### src/ipv4hp_pkg.sv
// ----------------------------------------------------------------------------
// ipv4hp_pkg
// Shared types, character codes and octet helpers for the host:port parser.
// ----------------------------------------------------------------------------
package ipv4hp_pkg;

  localparam logic [7:0] CH_DOT   = 8'h2E;
  localparam logic [7:0] CH_COLON = 8'h3A;
  localparam logic [7:0] CH_ZERO  = 8'h30;
  localparam logic [7:0] CH_NINE  = 8'h39;

  localparam logic [8:0]  OCTET_MAX = 9'd255;
  localparam logic [8:0]  OCTET_SAT = 9'd256;
  localparam logic [2:0]  COUNT_SAT = 3'd5;
  localparam logic [2:0]  COUNT_FULL = 3'd4;
  localparam logic [31:0] ADDR_ERR  = 32'hFFFF_FFFF;

  localparam int IN_TDATA_W  = 8;
  localparam int OUT_TDATA_W = 56;

  typedef enum logic [1:0] {
    ST_OK      = 2'd0,
    ST_BADCHAR = 2'd1,
    ST_RANGE   = 2'd2,
    ST_COUNT   = 2'd3
  } status_t;

  typedef struct packed {
    logic [31:0] address_acc;
    logic [8:0]  octet_acc;
    logic [2:0]  octet_count;
    status_t     error_code;
    logic        after_colon;
    logic [15:0] port_acc;
    logic        junk_seen;
  } parse_state_t;

  typedef struct packed {
    logic        port_had_junk;
    status_t     status;
    logic [15:0] port_number;
    logic [31:0] address;
  } result_t;

  localparam parse_state_t STATE_RESET = '{
    address_acc: 32'd0,
    octet_acc:   9'd0,
    octet_count: 3'd0,
    error_code:  ST_OK,
    after_colon: 1'b0,
    port_acc:    16'd0,
    junk_seen:   1'b0
  };

  function automatic parse_state_t set_error(parse_state_t s, status_t code);
    parse_state_t r;
    r = s;
    if (s.error_code == ST_OK) begin
      r.error_code = code;
    end
    return r;
  endfunction

  function automatic parse_state_t end_octet(parse_state_t s);
    parse_state_t r;
    r = s;
    if (s.octet_acc > OCTET_MAX) begin
      r = set_error(r, ST_RANGE);
    end else if (s.octet_count < COUNT_FULL) begin
      r.address_acc[{s.octet_count[1:0], 3'b000} +: 8] =
        s.address_acc[{s.octet_count[1:0], 3'b000} +: 8] | s.octet_acc[7:0];
    end
    if (s.octet_count < COUNT_SAT) begin
      r.octet_count = s.octet_count + 3'd1;
    end
    r.octet_acc = 9'd0;
    return r;
  endfunction

endpackage

### src/ipv4hp_in_stage.sv
// ----------------------------------------------------------------------------
// ipv4hp_in_stage
// Input register: holds one character beat for the parser core.
// ----------------------------------------------------------------------------
module ipv4hp_in_stage
  import ipv4hp_pkg::*;
(
  input  logic       clk,
  input  logic       rst_n,
  input  logic       in_tvalid,
  output logic       in_tready,
  input  logic [7:0] in_tdata,   // [7:0] character
  input  logic       in_tlast,   // last_char
  output logic       s1_valid,
  input  logic       s1_ready,
  output logic [7:0] s1_char,
  output logic       s1_last
);

  logic       valid_r;
  logic [7:0] char_r;
  logic       last_r;

  assign in_tready = !valid_r || s1_ready;
  assign s1_valid  = valid_r;
  assign s1_char   = char_r;
  assign s1_last   = last_r;

  always_ff @(posedge clk) begin
    if (!rst_n) begin
      valid_r <= 1'b0;
    end else if (in_tready) begin
      valid_r <= in_tvalid;
    end
  end

  always_ff @(posedge clk) begin
    if (in_tready && in_tvalid) begin
      char_r <= in_tdata;
      last_r <= in_tlast;
    end
  end

endmodule

### src/ipv4hp_core.sv
// ----------------------------------------------------------------------------
// ipv4hp_core
// Parse state and per-character update; emits a result on the last beat.
// ----------------------------------------------------------------------------
module ipv4hp_core
  import ipv4hp_pkg::*;
(
  input  logic       clk,
  input  logic       rst_n,
  input  logic       s1_valid,
  output logic       s1_ready,
  input  logic [7:0] s1_char,
  input  logic       s1_last,
  output logic       res_valid,
  input  logic       res_ready,
  output result_t    res
);

  parse_state_t st_r;
  parse_state_t st_step;
  parse_state_t st_fin;
  parse_state_t st_nxt;
  logic         digit;
  logic [3:0]   dval;
  logic [11:0]  oct_v;
  logic [15:0]  port_v;
  logic         fire;

  assign s1_ready  = !s1_last || res_ready;
  assign fire      = s1_valid && s1_ready;
  assign res_valid = s1_valid && s1_last && res_ready;

  always_comb begin
    digit  = (s1_char >= CH_ZERO) && (s1_char <= CH_NINE);
    dval   = digit ? s1_char[3:0] : 4'd0;
    oct_v  = {3'b000, st_r.octet_acc} * 12'd10 + {8'd0, dval};
    port_v = st_r.port_acc * 16'd10 + {12'd0, dval};

    st_step = st_r;
    if (st_r.after_colon) begin
      if (digit) begin
        st_step.port_acc = port_v;
      end else begin
        st_step.junk_seen = 1'b1;
      end
    end else if (s1_char == CH_DOT) begin
      st_step = end_octet(st_r);
    end else if (digit) begin
      st_step.octet_acc = (oct_v > {3'b000, OCTET_SAT}) ? OCTET_SAT : oct_v[8:0];
    end else if (s1_char == CH_COLON) begin
      st_step = end_octet(st_r);
      st_step.after_colon = 1'b1;
    end else begin
      st_step = set_error(st_r, ST_BADCHAR);
    end

    st_fin = st_step;
    if (!st_step.after_colon) begin
      st_fin = end_octet(st_step);
    end
    if (st_fin.octet_count != COUNT_FULL) begin
      st_fin = set_error(st_fin, ST_COUNT);
    end

    res.address       = (st_fin.error_code != ST_OK) ? ADDR_ERR : st_fin.address_acc;
    res.port_number   = st_fin.after_colon ? st_fin.port_acc : 16'd0;
    res.status        = st_fin.error_code;
    res.port_had_junk = st_fin.junk_seen;

    st_nxt = st_r;
    if (fire) begin
      st_nxt = s1_last ? STATE_RESET : st_step;
    end
  end

  always_ff @(posedge clk) begin
    if (!rst_n) begin
      st_r <= STATE_RESET;
    end else begin
      st_r <= st_nxt;
    end
  end

endmodule

### src/ipv4hp_out_stage.sv
// ----------------------------------------------------------------------------
// ipv4hp_out_stage
// Result register: holds one result beat until the sink takes it.
// ----------------------------------------------------------------------------
module ipv4hp_out_stage
  import ipv4hp_pkg::*;
(
  input  logic                   clk,
  input  logic                   rst_n,
  input  logic                   res_valid,
  output logic                   res_ready,
  input  result_t                res,
  output logic                   out_tvalid,
  input  logic                   out_tready,
  output logic [OUT_TDATA_W-1:0] out_tdata
);

  logic    valid_r;
  result_t res_r;

  assign res_ready  = !valid_r || out_tready;
  assign out_tvalid = valid_r;
  assign out_tdata  = {{(OUT_TDATA_W - $bits(result_t)){1'b0}}, res_r};

  always_ff @(posedge clk) begin
    if (!rst_n) begin
      valid_r <= 1'b0;
    end else if (res_ready) begin
      valid_r <= res_valid;
    end
  end

  always_ff @(posedge clk) begin
    if (res_ready && res_valid) begin
      res_r <= res;
    end
  end

endmodule

### src/ipv4_host_port_parser.sv
// ----------------------------------------------------------------------------
// ipv4_host_port_parser
// Parses "a.b.c.d:port" one character per beat into address, port, status.
//
//   channel | dir | tdata                                   | tlast
//   in_     | in  | [7:0] character                         | last_char
//   out_    | out | [31:0] address, [47:32] port_number,    | -
//           |     | [49:48] status, [50] port_had_junk      |
//
// One character per cycle unless a last character waits on the output; results
// are held in the result register. Input register, parse update and result register
// form a two-stage pipeline. Synchronous active-low reset clears the parse
// state and both valid flags. A stalled output only blocks last characters;
// other characters keep flowing.
// ----------------------------------------------------------------------------
module ipv4_host_port_parser
  import ipv4hp_pkg::*;
(
  input  logic                   clk,
  input  logic                   rst_n,
  input  logic                   in_tvalid,
  output logic                   in_tready,
  input  logic [IN_TDATA_W-1:0]  in_tdata,   // [7:0] character
  input  logic                   in_tlast,   // last_char
  output logic                   out_tvalid,
  input  logic                   out_tready,
  output logic [OUT_TDATA_W-1:0] out_tdata   // address, port_number, status, port_had_junk, pad
);

  logic       s1_valid;
  logic       s1_ready;
  logic [7:0] s1_char;
  logic       s1_last;
  logic       res_valid;
  logic       res_ready;
  result_t    res;

  ipv4hp_in_stage u_in (
    .clk       (clk),
    .rst_n     (rst_n),
    .in_tvalid (in_tvalid),
    .in_tready (in_tready),
    .in_tdata  (in_tdata),
    .in_tlast  (in_tlast),
    .s1_valid  (s1_valid),
    .s1_ready  (s1_ready),
    .s1_char   (s1_char),
    .s1_last   (s1_last)
  );

  ipv4hp_core u_core (
    .clk       (clk),
    .rst_n     (rst_n),
    .s1_valid  (s1_valid),
    .s1_ready  (s1_ready),
    .s1_char   (s1_char),
    .s1_last   (s1_last),
    .res_valid (res_valid),
    .res_ready (res_ready),
    .res       (res)
  );

  ipv4hp_out_stage u_out (
    .clk        (clk),
    .rst_n      (rst_n),
    .res_valid  (res_valid),
    .res_ready  (res_ready),
    .res        (res),
    .out_tvalid (out_tvalid),
    .out_tready (out_tready),
    .out_tdata  (out_tdata)
  );

endmodule

### config.mk
export PLATFORM = sky130hd
export DESIGN_NAME = ipv4_host_port_parser
export DESIGN_NICKNAME = d
export VERILOG_FILES = /design/src/ipv4hp_pkg.sv /design/src/ipv4hp_in_stage.sv /design/src/ipv4hp_core.sv /design/src/ipv4hp_out_stage.sv /design/src/ipv4_host_port_parser.sv
export SDC_FILE = /design/constraint.sdc
export NUM_CORES = 1
export LEC_CHECK = 0
export BUFFER_PORTS_ARGS = -buffer_cell sky130_fd_sc_hd__clkbuf_2
export CORE_AREA = 4 4 138 140
export CTS_BUF_LIST = sky130_fd_sc_hd__clkbuf_8
export DETAILED_ROUTE_END_ITERATION = 10
export DIE_AREA = 0 0 142 144
export SLEW_MARGIN = 40
export SYNTH_ARGS = -nofsm -noshare
export SYNTH_HDL_FRONTEND = slang
export SYNTH_HIERARCHICAL = 1
export SYNTH_SLANG_ARGS = --single-unit
### constraint.sdc
create_clock -name clk -period 4.2 [get_ports clk]
set_input_delay 0.84 -clock clk [delete_from_list [all_inputs] [get_ports clk]]
set_output_delay 0.84 -clock clk [all_outputs]
set_load 0.02 [all_outputs]
# --- Word level (Yosys, flattened, before mapping) ---
# Cells that the tools add are included.
# W data, S select, Z words.
totals:
  ff_bits: 126
  latch_bits: 0
  ramBits: 0
  romBits: 0
  inputBits: 13
  elab_cells: 97
  n_memories: 0
classes:
  add_sub_neg: 6
  n_mul: 2
  div: 0
  magnitude_cmp: 9
  n_eq_ne: 3
  shifts: 6
  n_mux: 38
  bitwise: 2
  reduce_logical: 16
ops:
  columns: ["op", "count"]
  rows:
  - ["$mux W64", 7]
  - ["$mux W23", 7]
  - ["$mux W32", 5]
  - ["$bwmux W32", 2]
  - ["$shift A8 B7 Y32 const A", 2]
  - ["$shiftx A32 B6 Y8", 2]
  - ["$shiftx A8 B7 Y32", 2]
  - ["$mux W20", 3]
  - ["$mux W47", 1]
  - ["$gt A9 B8 Y1 const B", 2]
  - ["$mux W9", 2]
  - ["$mux W17", 1]
  - ["$add A16 B4 Y16", 1]
  - ["$eq A8 B6 Y1 const B", 2]
  - ["$mul A16 B3 Y15 const B", 1]
  - ["$mux W16", 1]
  - ["$or A8 B8 Y8", 2]
  - ["$neg A5 Y7", 2]
  - ["$add A12 B4 Y12", 1]
  - ["$gt A12 B9 Y1 const B", 1]
  - ["$lt A3 B3 Y1 const B", 4]
  - ["$mul A9 B3 Y11 const B", 1]
  - ["$mux W3", 3]
  - ["$ge A8 B6 Y1 const B", 1]
  - ["11 further kinds", 26]

# --- Logic depth before layout (Yosys ltp) ---
# Gate-level depths: netlist of run 1.
depth:
  depth_word: 26
  ltp_mapped: 15
  mapped_depth_nobuf: 14

# --- Cells and area by module ---
# Netlist of run 1, hierarchy kept.
by_module_without_submodules:
  columns: ["module", "n_inst", "cells_per_inst", "area_per_inst_um2", "seq_area_each_um2"]
  rows:
  - ["ipv4hp_core", 1, 771, 5944.5, 1281.2]
  - ["ipv4hp_out_stage", 1, 62, 1630.3, 1551.5]
  - ["ipv4hp_in_stage", 1, 14, 327.8, 290.3]

# --- Worst setup path after synthesis of run 1 ---
# Ideal clock, no wire load.
synth_path:
  path_kind: "register to register"
  startpoint: "register u_core/st_r[20] in the netlist's numbering"
  endpoint: "register u_out.res_r (netlist bit u_out/out_tdata[30]), data pin"
  arrival_time_ns: 3.446
  required_time_ns: 4.072
  slack_ns: 0.626
  path_stages_with_launch: 14
  n_path_buf: 5
  synth_period_minus_slack_ns: 3.574
  path_cell_list: "dfxtp_1 > clkbuf_1 > buf_2 > inv_1 > ha_1 > a32o_1 > buf_6 > clkbuf_1 > ha_1 > or3_1 > clkbuf_1 > nor3_4 > a2bb2oi_1 > o2bb2a_4"
synth_between:
  elab_chain_cells: 20
synth_rtl:
  columns: ["element", "line", "source"]
  rows:
  - ["start, declared", "ipv4hp_core.sv:19", "parse_state_t st_r;"]
  - ["start signal, assigned", "ipv4hp_core.sv:80", "st_r <= st_nxt;"]
  - ["$shiftx A32 B6 Y8", "ipv4hp_pkg.sv:71", "s.address_acc[{s.octet_count[1:0], 3'b000} +: 8] | s.octet_acc[7:0];"]
  - ["$or A8 B8 Y8", "ipv4hp_pkg.sv:71", null]
  - ["$shiftx A8 B7 Y32", "ipv4hp_pkg.sv:70", "r.address_acc[{s.octet_count[1:0], 3'b000} +: 8] ="]
  - ["$bwmux W32", "ipv4hp_pkg.sv:70", null]
  - ["$mux W32", "ipv4hp_pkg.sv:69", "end else if (s.octet_count < COUNT_FULL) begin"]
  - ["$mux W32", "ipv4hp_pkg.sv:67", "if (s.octet_acc > OCTET_MAX) begin"]
  - ["$mux W64", "ipv4hp_core.sv:50", "end else if (s1_char == CH_COLON) begin"]
  - ["$mux W64", "ipv4hp_core.sv:48", "end else if (digit) begin"]
  - ["[... 4 more ...]", null, null]
  - ["$mux W47 *", "ipv4hp_core.sv:40", "if (st_r.after_colon) begin"]
  - ["$shiftx A32 B6 Y8", "ipv4hp_pkg.sv:71", null]
  - ["$or A8 B8 Y8", "ipv4hp_pkg.sv:71", null]
  - ["$shiftx A8 B7 Y32", "ipv4hp_pkg.sv:70", null]
  - ["$bwmux W32", "ipv4hp_pkg.sv:70", null]
  - ["$mux W32", "ipv4hp_pkg.sv:69", null]
  - ["$mux W32", "ipv4hp_pkg.sv:67", null]
  - ["$mux W64 *", "ipv4hp_core.sv:58", "if (!st_step.after_colon) begin"]
  - ["end signal, assigned", "ipv4hp_out_stage.sv:35", "res_r <= res;"]
  - ["end, declared", "ipv4hp_out_stage.sv:19", "result_t res_r;"]
# Every way passes the cells marked *; elsewhere a longest branch is shown, timed or not. The select of a mux whose other input is x is not followed.
# A chain may end at the register's enable or synchronous reset.

# --- Final worst setup path of run 1 ---
layout_path:
  startpoint: "register u_core/st_r[26] in the netlist's numbering"
  endpoint: "register u_out.res_r (netlist bit u_out/out_tdata[30]), data pin"
layout_between:
  elab_chain_cells: 21
layout_rtl:
  columns: ["element", "line", "source"]
  rows:
  - ["branches (longest 12 deep; another with $add A12 B4 Y12)", null, null]
  - ["$mux W47 *", "ipv4hp_core.sv:40", null]
  - ["branches (longest 3 deep; another with $gt A9 B8 Y1)", null, null]
  - ["$mux W64 *", "ipv4hp_core.sv:58", null]
  - ["$logic_not A2 Y1", "ipv4hp_pkg.sv:58", "if (s.error_code == ST_OK) begin"]
  - ["$mux W2", "ipv4hp_pkg.sv:58", null]
  - ["$mux W20", "ipv4hp_core.sv:61", "if (st_fin.octet_count != COUNT_FULL) begin"]
  - ["$reduce_bool A2 Y1", "ipv4hp_core.sv:65", "res.address = (st_fin.error_code != ST_OK) ? ADDR_ERR : st_fin.address_acc;"]
# Every way passes the cells marked *. The select of a mux whose other input is x is not followed.

==> flow_summary.ini, run 1 <==
[critical_path]
cp-end-kind = register
path_max_fanout = 29
cp.required_ns = 4.39
critPathKind = reg -> reg
worst-endpoint-arrival_ns = 4.04
start_kind = register

[placed_design]
gp_congestion = 0.8333
hpwl_um = 15050
io_buffer_count = 65
dp_cells = 1109

[final_layout]
area.growth.synth_to_final_pct = 11.56
fin_util_pct = 49.41
multi_input_area_sq_um = 4487
layout.cells.non_filler = 1142
fin_nets = 968
diodes = 0
layout.area.seq_sq_um = 3123
fill_cells = 1711
drive_above_1_share_pct = 16.87

[sta]
worst_slew_pin_slew_ns = 0.8607
grt_setup_unrepaired = false
timing.setup.tns_ns = 0
setup_viol_count_final = 0
min_period_ns = 3.847
fmax_ghz = 0.2600
fin_crit_sh_pct = 91.59
final_max_slew_viol_count = 0
slew_headroom_pct = 42.62
hold_violations = 0
skew_ns = 0.01525

[power_and_ir_drop]
combPwrFrac_pct = 3.9
seq_power_share_pct = 55.1
p_int_mw = 1.778
leakage_nw = 3.288
p_sw_uw = 585.0
pwr-share-clk_pct = 41.0
p_sw_share_pct = 24.76
peakVddDrop_uv = 164.6
p_per_area_nw_per_um2 = 268.0

[yosys]
avgSynthCellArea_sq_um = 9.330
synth_area_leader_cell = edfxtp_1
synth_ff_type = dfxtp_1
syn_inst = 847
ys.warnings.count = 6
synth_top_area_share_pct = 22.80
ys_types = 78
synth_area_leaders = edfxtp_1 (23%), dfxtp_1 (17%), ha_1 (8.4%)
yosysSeqAreaShare_pct = 39.52
syn_area_sq_um = 7903
synth.most_common_cell = nand2_1
synth_seq_cells = 126
synth_common_cells = nand2_1 (71), dfxtp_1 (66), a21oi_1 (60), edfxtp_1 (60), o21ai_0 (56)
synth_edf_count = 60
async_reset_ff_share_pct = 0

[floorplan]
start_util_pct = 44.29
core_sq_um = 17840
dieArea_sq_um = 20450
placementRows = 49
die_w_um = 142
num_io_pins = 71
die_h_um = 144

[grt]
top_usage_layer = met2
grt_usage_pct = 20.70
gr-usage-met1_pct = 28.74
grt_use_met3_pct = 3.307
antenna_found_initial = 0
grt_max_degree = 52
grtUsageMet2_pct = 32.77
grt_pass1_vias = 6257
grt_first_pass_wirelength_um = 33550
gr-total-overflow = 0

[cts]
cts_tree = built
ctsHoldBuffers = 0
cts-root-buf = clkbuf_8
cts_resized = 0
cts_buffers = 17
worstSkewPairLatency_ns = 0.44
clockBufferDepth = 2
clk_pin_slew_ns = 0.07
cts_sinks = 126
cts_setup_buffers = 0
htreeDepth = 4

[drt]
drt_iter0_drc = 575
vias_per_cell = 5.725
post_drt_wl_per_cell_um = 18.21
drc = 0
drtAntennaViolNets = 0
wl_um = 20800
dr.pass1.iters = 5
vias = 6538

[worst_hold_path]
hold_class = reg -> reg

[job]
drv_cap = 0

[run_status]
outcome = completed
metrics by stage:
| step | power, mW | hold slack [ns] | setup WS (ns) | instance area, sq um |
|---|---|---|---|---|
| floorplan | 1.391 | 0.4386 | 0.6263 | 7918 |
| global placement | 1.419 | 0.4589 | 0.4696 | 8411 |
| detailed placement | 1.420 | 0.4718 | 0.3951 | 8421 |
| CTS | 2.390 | 0.4880 | 0.3613 | 8783 |
| global route | 2.457 | 0.5150 | 0.09046 | 8816 |
| finish | 2.363 | 0.4865 | 0.3532 | 8816 |
cell usage in the layout, fill, tap and decap left out, types with 4 or more instances in the layout:
cell type,instances
clkinvlp_4,4
and2_1,20
mux4_2,8
nand3_1,10
a221oi_1,7
a22oi_1,41
conb_1,5
nor3_1,12
clkbuf_8,20
xnor2_1,22
nand4_1,5
nor2b_1,46
dfxtp_1,66
clkbuf_2,65
o21ai_1,9
buf_4,12
o21a_1,4
a211oi_1,7
a2bb2oi_1,8
nor2_1,55
ha_1,53
inv_1,26
a21oi_1,60
or2_2,11
o21ai_0,56
edfxtp_1,60
nand2b_1,6
nand2_1,71
xor2_1,14
a21o_1,7
a31oi_1,7
and3_1,37
logic make-up (layout without fill, tap and decap cells):
| kind of cell | Yosys count | after routing | synth area share (%) |
|---|---|---|---|
| adders and majority gates | 56 | 56 | 9.025 |
| AOI/OAI and AO/OA | 238 | 238 | 19.63 |
| other | 1 | 5 | 0.04745 |
| xor gates and xnor gates | 36 | 36 | 3.990 |
| buffers and inverters | 74 | 136 | 4.085 |
| muxes | 9 | 9 | 2.407 |
| DFF | 126 | 126 | 39.52 |
| and+or+nand+nor | 307 | 307 | 21.30 |
cell type report:
type	count	share of cell area [%]
Tap cell	229	3.250
Clock inverter	12	0.9935
Timing Repair Buffer	79	5.251
Sequential cell	126	35.42
Inverter	25	1.064
Clock buffer	20	3.122
Multi-Input combinational cell	651	50.89
critical path, cell delays in order, from the launching register on:
cell and delay [ns]:
dfxtp_1 0.36, ha_1 0.29, ha_1 0.18, inv_1 0.06, fa_1 0.39, nand2b_1 0.16, a21oi_1 0.22, xor2_1 0.27
and4_1 0.26, nand2_1 0.06, nor3_1 0.30, o21bai_2 0.15, a211oi_2 0.27, buf_12 0.20, and2_1 0.26, o2bb2a_4 0.18
power groups by stage:
stage                     combinational, mW  clock [mW]  sequential (mW)
final                                0.0932       0.968             1.30
after global routing                  0.101        1.05             1.30
after CTS                            0.0905       0.997             1.30
after detailed placement             0.0898           0             1.33
after global placement               0.0893           0             1.33
after floorplan                      0.0609           0             1.33
final timing paths:
kind / depth (start not counted) / slack, ns / end / startpoint
min: 2 / 0.49 / u_core/st_r[0] / u_core/st_r[0]
max reg2reg: 15 / 0.35 / u_out/out_tdata[30] / u_core/st_r[26]
min reg2reg: 2 / 0.49 / u_core/st_r[0] / u_core/st_r[0]
max: 15 / 0.35 / u_out/out_tdata[30] / u_core/st_r[26]
registers in the layout (all words and copies together) (netlist names):
| name | flops |
|---|---|
| u_core/st_r | 64 |
| u_out/out_tdata | 51 |
| u_in/s1_char | 8 |
| u_in/s1_last | 1 |
| u_in/s1_valid | 1 |
| u_out/out_tvalid | 1 |
per-layer routing:
layer / vias up / part of all wire (%)
met1: 3107 / 46
met3: 33 / 5.5
li1: 3207 / -
met5: - / 0
met4: 0 / 2.0
met2: 191 / 46
Power figures use the tool's default switching activity.
==> inputs of run 2 (changes only) <==
Settings changed: PLACE_DENSITY set to 0.76.
Clock period 4.2 ns to 3.21 ns, I/O delays scaled along.
==> flow_summary.ini, run 2 (synthesis results as in run 1) <==
[critical_path]
path_max_fanout = 4
crit_cells = 15
worst-endpoint-arrival_ns = 3.66
cpPeakStageDelay_ns = 0.37
cpMostUsedCell = ha_4
cpMaxStageDelayCell = dfxtp_4
r2r_start = u_core/st_r[26]
cp-end-kind = register
critPathBufInv = 2
r2r_setup_slack_ns = -0.26
start_kind = register
critPathTopFamily = compound AO/OA/AOI/OAI gates
reg2regPathDepth = 15
cp.required_ns = 3.39
reg2reg_to = u_out/out_tdata[25]
critPathKind = reg -> reg
crit_path_cell_trace = ha_4 > ha_4 > inv_2 > fa_2 > nand2b_4 > a21oi_4 > xor2_2 > and4_4 > and3_1 > o2111a_2 > o21bai_4 > buf_4 > a21o_4 > a211oi_1 > o21ai_1

[final_layout]
drive_above_1_share_pct = 33.17
diodes = 0
fin_nets = 1074
final_common_cell = buf_4
area.growth.synth_to_final_pct = 28.70
largest_reg_flops = 64
fin_util_pct = 57.01
layout_common_cells = buf_4 (114), nand2_1 (70), clkbuf_2 (65)
top_register = u_core/st_r

[sta]
worst_slew_pin_slew_ns = 0.8337
whs_ns = 0.3715
layout_setup_ws_ns = -0.2627
final_max_slew_viol_count = 0
skew_ns = 0.01383
slew_headroom_pct = 44.42
min_period_ns = 3.473
grt_setup_unrepaired = true
fin_crit_sh_pct = 108.2
hold_violations = 0
fmax_ghz = 0.2880
timing.setup.tns_ns = -4.370
setup_viol_count_final = 37

[cts]
worstSkewPairLatency_ns = 0.45
cts_tree = built
htreeDepth = 4
cts_sinks = 126
cts-root-buf = clkbuf_8
clk_pin_slew_ns = 0.08
clockBufferDepth = 2
ctsHoldBuffers = 0
cts_buffers = 17

[worst_hold_path]
hold_end = u_in/s1_char[3]
worstHoldStart = in_tdata[3]
hold_class = in -> reg
hold_depth = 1

[placed_design]
hpwl_um = 15450
gp_congestion = 0.9067
io_buffer_count = 65

[floorplan]
start_util_pct = 44.29
die_h_um = 144
num_io_pins = 71
die_w_um = 142
core_sq_um = 17840
dieArea_sq_um = 20450
placementRows = 49

[drt]
vias = 7173
drt_iter0_drc = 699
vias_per_cell = 5.748
dr.pass1.iters = 6
wl_um = 22090
post_drt_wl_per_cell_um = 17.70
drc = 0
drtAntennaViolNets = 0

[run_status]
outcome = complete, but fails checks
violations = setup timing

[grt]
grt_first_pass_wirelength_um = 34960
antenna_found_initial = 0
grt_pass1_vias = 6982
grt_usage_pct = 21.28
gr-total-overflow = 0
grt_max_degree = 52

[power_and_ir_drop]
peakVddDrop_uv = 239.0
p_per_area_nw_per_um2 = 329.0
leakage_nw = 3.914

[job]
drv_cap = 0
## run 2: cell type report
type                       count  area, sq um
inverter                      25        93.84
fill                        1487         7670
tap                          229        286.5
clock buffer                  17        234.0
multi-input combinational    651         4960
timing repair buffer         185         1266
clock inverter                15        193.9
sequential                   126         3137
## run 2: per-stage QoR
stage	cell area (sq um)	setup WS, ns	power [mW]	cells
6_report	10170	-0.2627	3.347	1248
2_1_floorplan	8039	-0.005776	1.820	851
3_5_place_dp	9176	-0.2556	1.867	1198
3_3_place_gp	9176	-0.1394	1.864	1198
5_1_grt	10170	-0.3856	3.455	1248
4_1_cts	9941	-0.07813	3.367	1242
## run 2: what timing repair did
action | in CTS | in global routing
endpoints found under the setup margin | 45 | 58
cloned | 0 | 0
pin swaps | 23 | 17
buffers inserted | 12 | 6
resized for setup | 71 | 43
## run 2: worst max-delay path by stage
stage / from / end
CTS: u_core/st_r[26] / u_out/out_tdata[30]
global placement: u_core/st_r[24] / u_out/out_tdata[30]
finish: u_core/st_r[26] / u_out/out_tdata[25]
global route: u_core/st_r[26] / u_out/out_tdata[25]
detailed placement: u_in/s1_char[7] / u_out/out_tdata[25]
floorplan: u_core/st_r[24] / u_out/out_tdata[30]
## run 2: worst register-to-register path, delay by kind of cell (launching register included)
| kind | cells | cell delay (ns) |
|---|---|---|
| AO/OA/AOI/OAI | 6 | 1.13 |
| adder cells (fa/ha/maj) | 3 | 0.74 |
| AND/OR/NAND/NOR | 3 | 0.57 |
| flip-flops | 1 | 0.37 |
| XOR/XNOR | 1 | 0.22 |
| buffers and inverters | 2 | 0.18 |
## run 2: routing by layer
metal  routed length, um  GRT usage (%)
met1                9425          27.48
met4                 599          8.434
met5                   0              0
met2               10800          35.73
met3                1267          3.571
## run 2: power by group
part           switching [mW]  internal, mW  total [mW]
combinational          0.0921        0.0472       0.139
sequential             0.0116          1.69        1.70
clock                   0.664         0.844        1.51
total                   0.768          2.58        3.35
==> inputs of run 3 (changes only) <==
Settings changed: MAX_ROUTING_LAYER set to met4.
==> flow_summary.ini, run 3 (synthesis results as in run 1) <==
[drt]
drtAntennaViolNets = 0
vias_per_cell = 5.768
vias = 7198
drt_iter0_drc = 669
post_drt_wl_per_cell_um = 17.71
wl_um = 22110
drc = 0
dr.pass1.iters = 8

[placed_design]
hpwl_um = 15450
gp_congestion = 0.9224
place_area_sq_um = 9176
post-place-ws_ns = -0.2556
io_buffer_count = 65

[critical_path]
cpPeakStageDelay_ns = 0.37
cp-end-kind = register
r2r_setup_slack_ns = -0.26
critPathTopFamily = compound AO/OA/AOI/OAI gates
path_max_fanout = 4
critPathKind = reg -> reg
worst-endpoint-arrival_ns = 3.66
cpMaxStageDelayCell = dfxtp_4
cp.required_ns = 3.40
start_kind = register
crit_path_cell_trace = ha_4 > ha_4 > inv_2 > fa_2 > nand2b_4 > a21oi_4 > xor2_2 > and4_4 > and3_1 > o2111a_2 > o21bai_4 > buf_4 > a21o_4 > a211oi_1 > o21ai_1
cpMostUsedCell = ha_4
critPathBufInv = 2

[sta]
min_period_ns = 3.473
final_max_slew_viol_count = 0
grt_setup_unrepaired = true
worst_slew_pin_slew_ns = 0.8435
skew_ns = 0.01409
fmax_ghz = 0.2879
whs_ns = 0.3687
hold_violations = 0
slew_headroom_pct = 43.77
layout_setup_ws_ns = -0.2630
fin_crit_sh_pct = 108.2
setup_viol_count_final = 38

[power_and_ir_drop]
p_sw_uw = 766.8
p_int_mw = 2.579
p_sw_share_pct = 22.92
p_per_area_nw_per_um2 = 328.9
seq_power_share_pct = 50.8
pwr-share-clk_pct = 45.0
peakVddDrop_uv = 240.3
combPwrFrac_pct = 4.2
power_mw = 3.345
leakage_nw = 3.914

[floorplan]
dieArea_sq_um = 20450
start_util_pct = 44.29
core_sq_um = 17840
num_io_pins = 71
placementRows = 49
die_h_um = 144
die_w_um = 142

[cts]
cts_sinks = 126
cts-root-buf = clkbuf_8
htreeDepth = 4
cts_tree = built
clk_pin_slew_ns = 0.08
clockBufferDepth = 2
cts_buffers = 17
ctsHoldBuffers = 0
worstSkewPairLatency_ns = 0.45

[final_layout]
top_register = u_core/st_r
fill_cells = 1487
diodes = 0
design_area_sq_um = 10170
fin_nets = 1074
final_common_cell = buf_4
largest_reg_flops = 64
drive_above_1_share_pct = 33.17
area.growth.synth_to_final_pct = 28.70
layout_common_cells = buf_4 (114), nand2_1 (70), clkbuf_2 (65)

[run_status]
violations = setup timing
outcome = complete, but fails checks

[grt]
grt_usage_pct = 21.94
grt_max_degree = 52
antenna_found_initial = 0
grt_first_pass_wirelength_um = 34990
gr-total-overflow = 0
grt_pass1_vias = 6963

[worst_hold_path]
hold_class = in -> reg

[job]
drv_cap = 0
-- run 3: cell counts in the layout (fill, tap and decap cells not counted) --
No cell type changed its count.
-- run 3: final cells by class --
type / count / area, sq um / share of cell area [%]
multi-input cells: 651 / 4960 / 48.76
flip-flops and latches: 126 / 3137 / 30.84
repair buffers: 185 / 1266 / 12.45
well taps: 229 / 286.5 / 2.817
clock buffers: 17 / 234.0 / 2.300
clock inverters: 15 / 193.9 / 1.907
inverters: 25 / 93.84 / 0.9226
-- run 3: path summary, 6_finish.rpt --
path,start,end,cells past startpoint
worst min-delay path,in_tdata[3],u_in/s1_char[3],1
worst max-delay path,u_core/st_r[26],u_out/out_tdata[25],15
worst min register to register,u_core/st_r[16],u_core/st_r[16],2
worst max register to register,u_core/st_r[26],u_out/out_tdata[25],15
-- run 3: worst reg2reg max path: cells and delay by family (launching register included) --
family	cells	cell delay (ns)
adder cells (fa/ha/maj)	3	0.74
AO/OA/AOI/OAI	6	1.13
buffers and inverters	2	0.18
XOR/XNOR	1	0.22
AND/OR/NAND/NOR	3	0.57
flip-flops	1	0.37
-- run 3: power by group through the flow --
| stage | Combinational, mW | Sequential, mW | Clock [mW] |
|---|---|---|---|
| 2_1_floorplan | 0.0802 | 1.74 | 0 |
| 3_3_place_gp | 0.128 | 1.74 | 0 |
| 3_5_place_dp | 0.130 | 1.74 | 0 |
| 4_1_cts | 0.136 | 1.70 | 1.53 |
| 5_1_grt | 0.149 | 1.70 | 1.61 |
| 6_report | 0.139 | 1.70 | 1.51 |
-- run 3: through the flow --
stage	util (%)	instances	setup TNS (ns)
detailed placement	51.43	1198	-5.934
floorplan	-	851	-0.005776
finish	57.01	1248	-4.481
CTS	55.72	1242	-1.200
global route	57.01	1248	-10.22
global placement	51.43	1198	-2.810
-- run 3: per-layer routing --
layer	up-vias	part of all wire, %	routed length [um]	GRT usage, %
met5	-	0	0	-
met4	0	2.7	592	8.232
met3	45	5.8	1281	3.571
met2	258	49	10850	35.78
met1	3483	42	9385	27.58
li1	3412	-	-	-
-- run 3: what timing repair did --
action	in CTS	in global routing
pin swaps	23	17
resized for setup	71	43
setup buffers	12	6
endpoints found under the setup margin	45	58
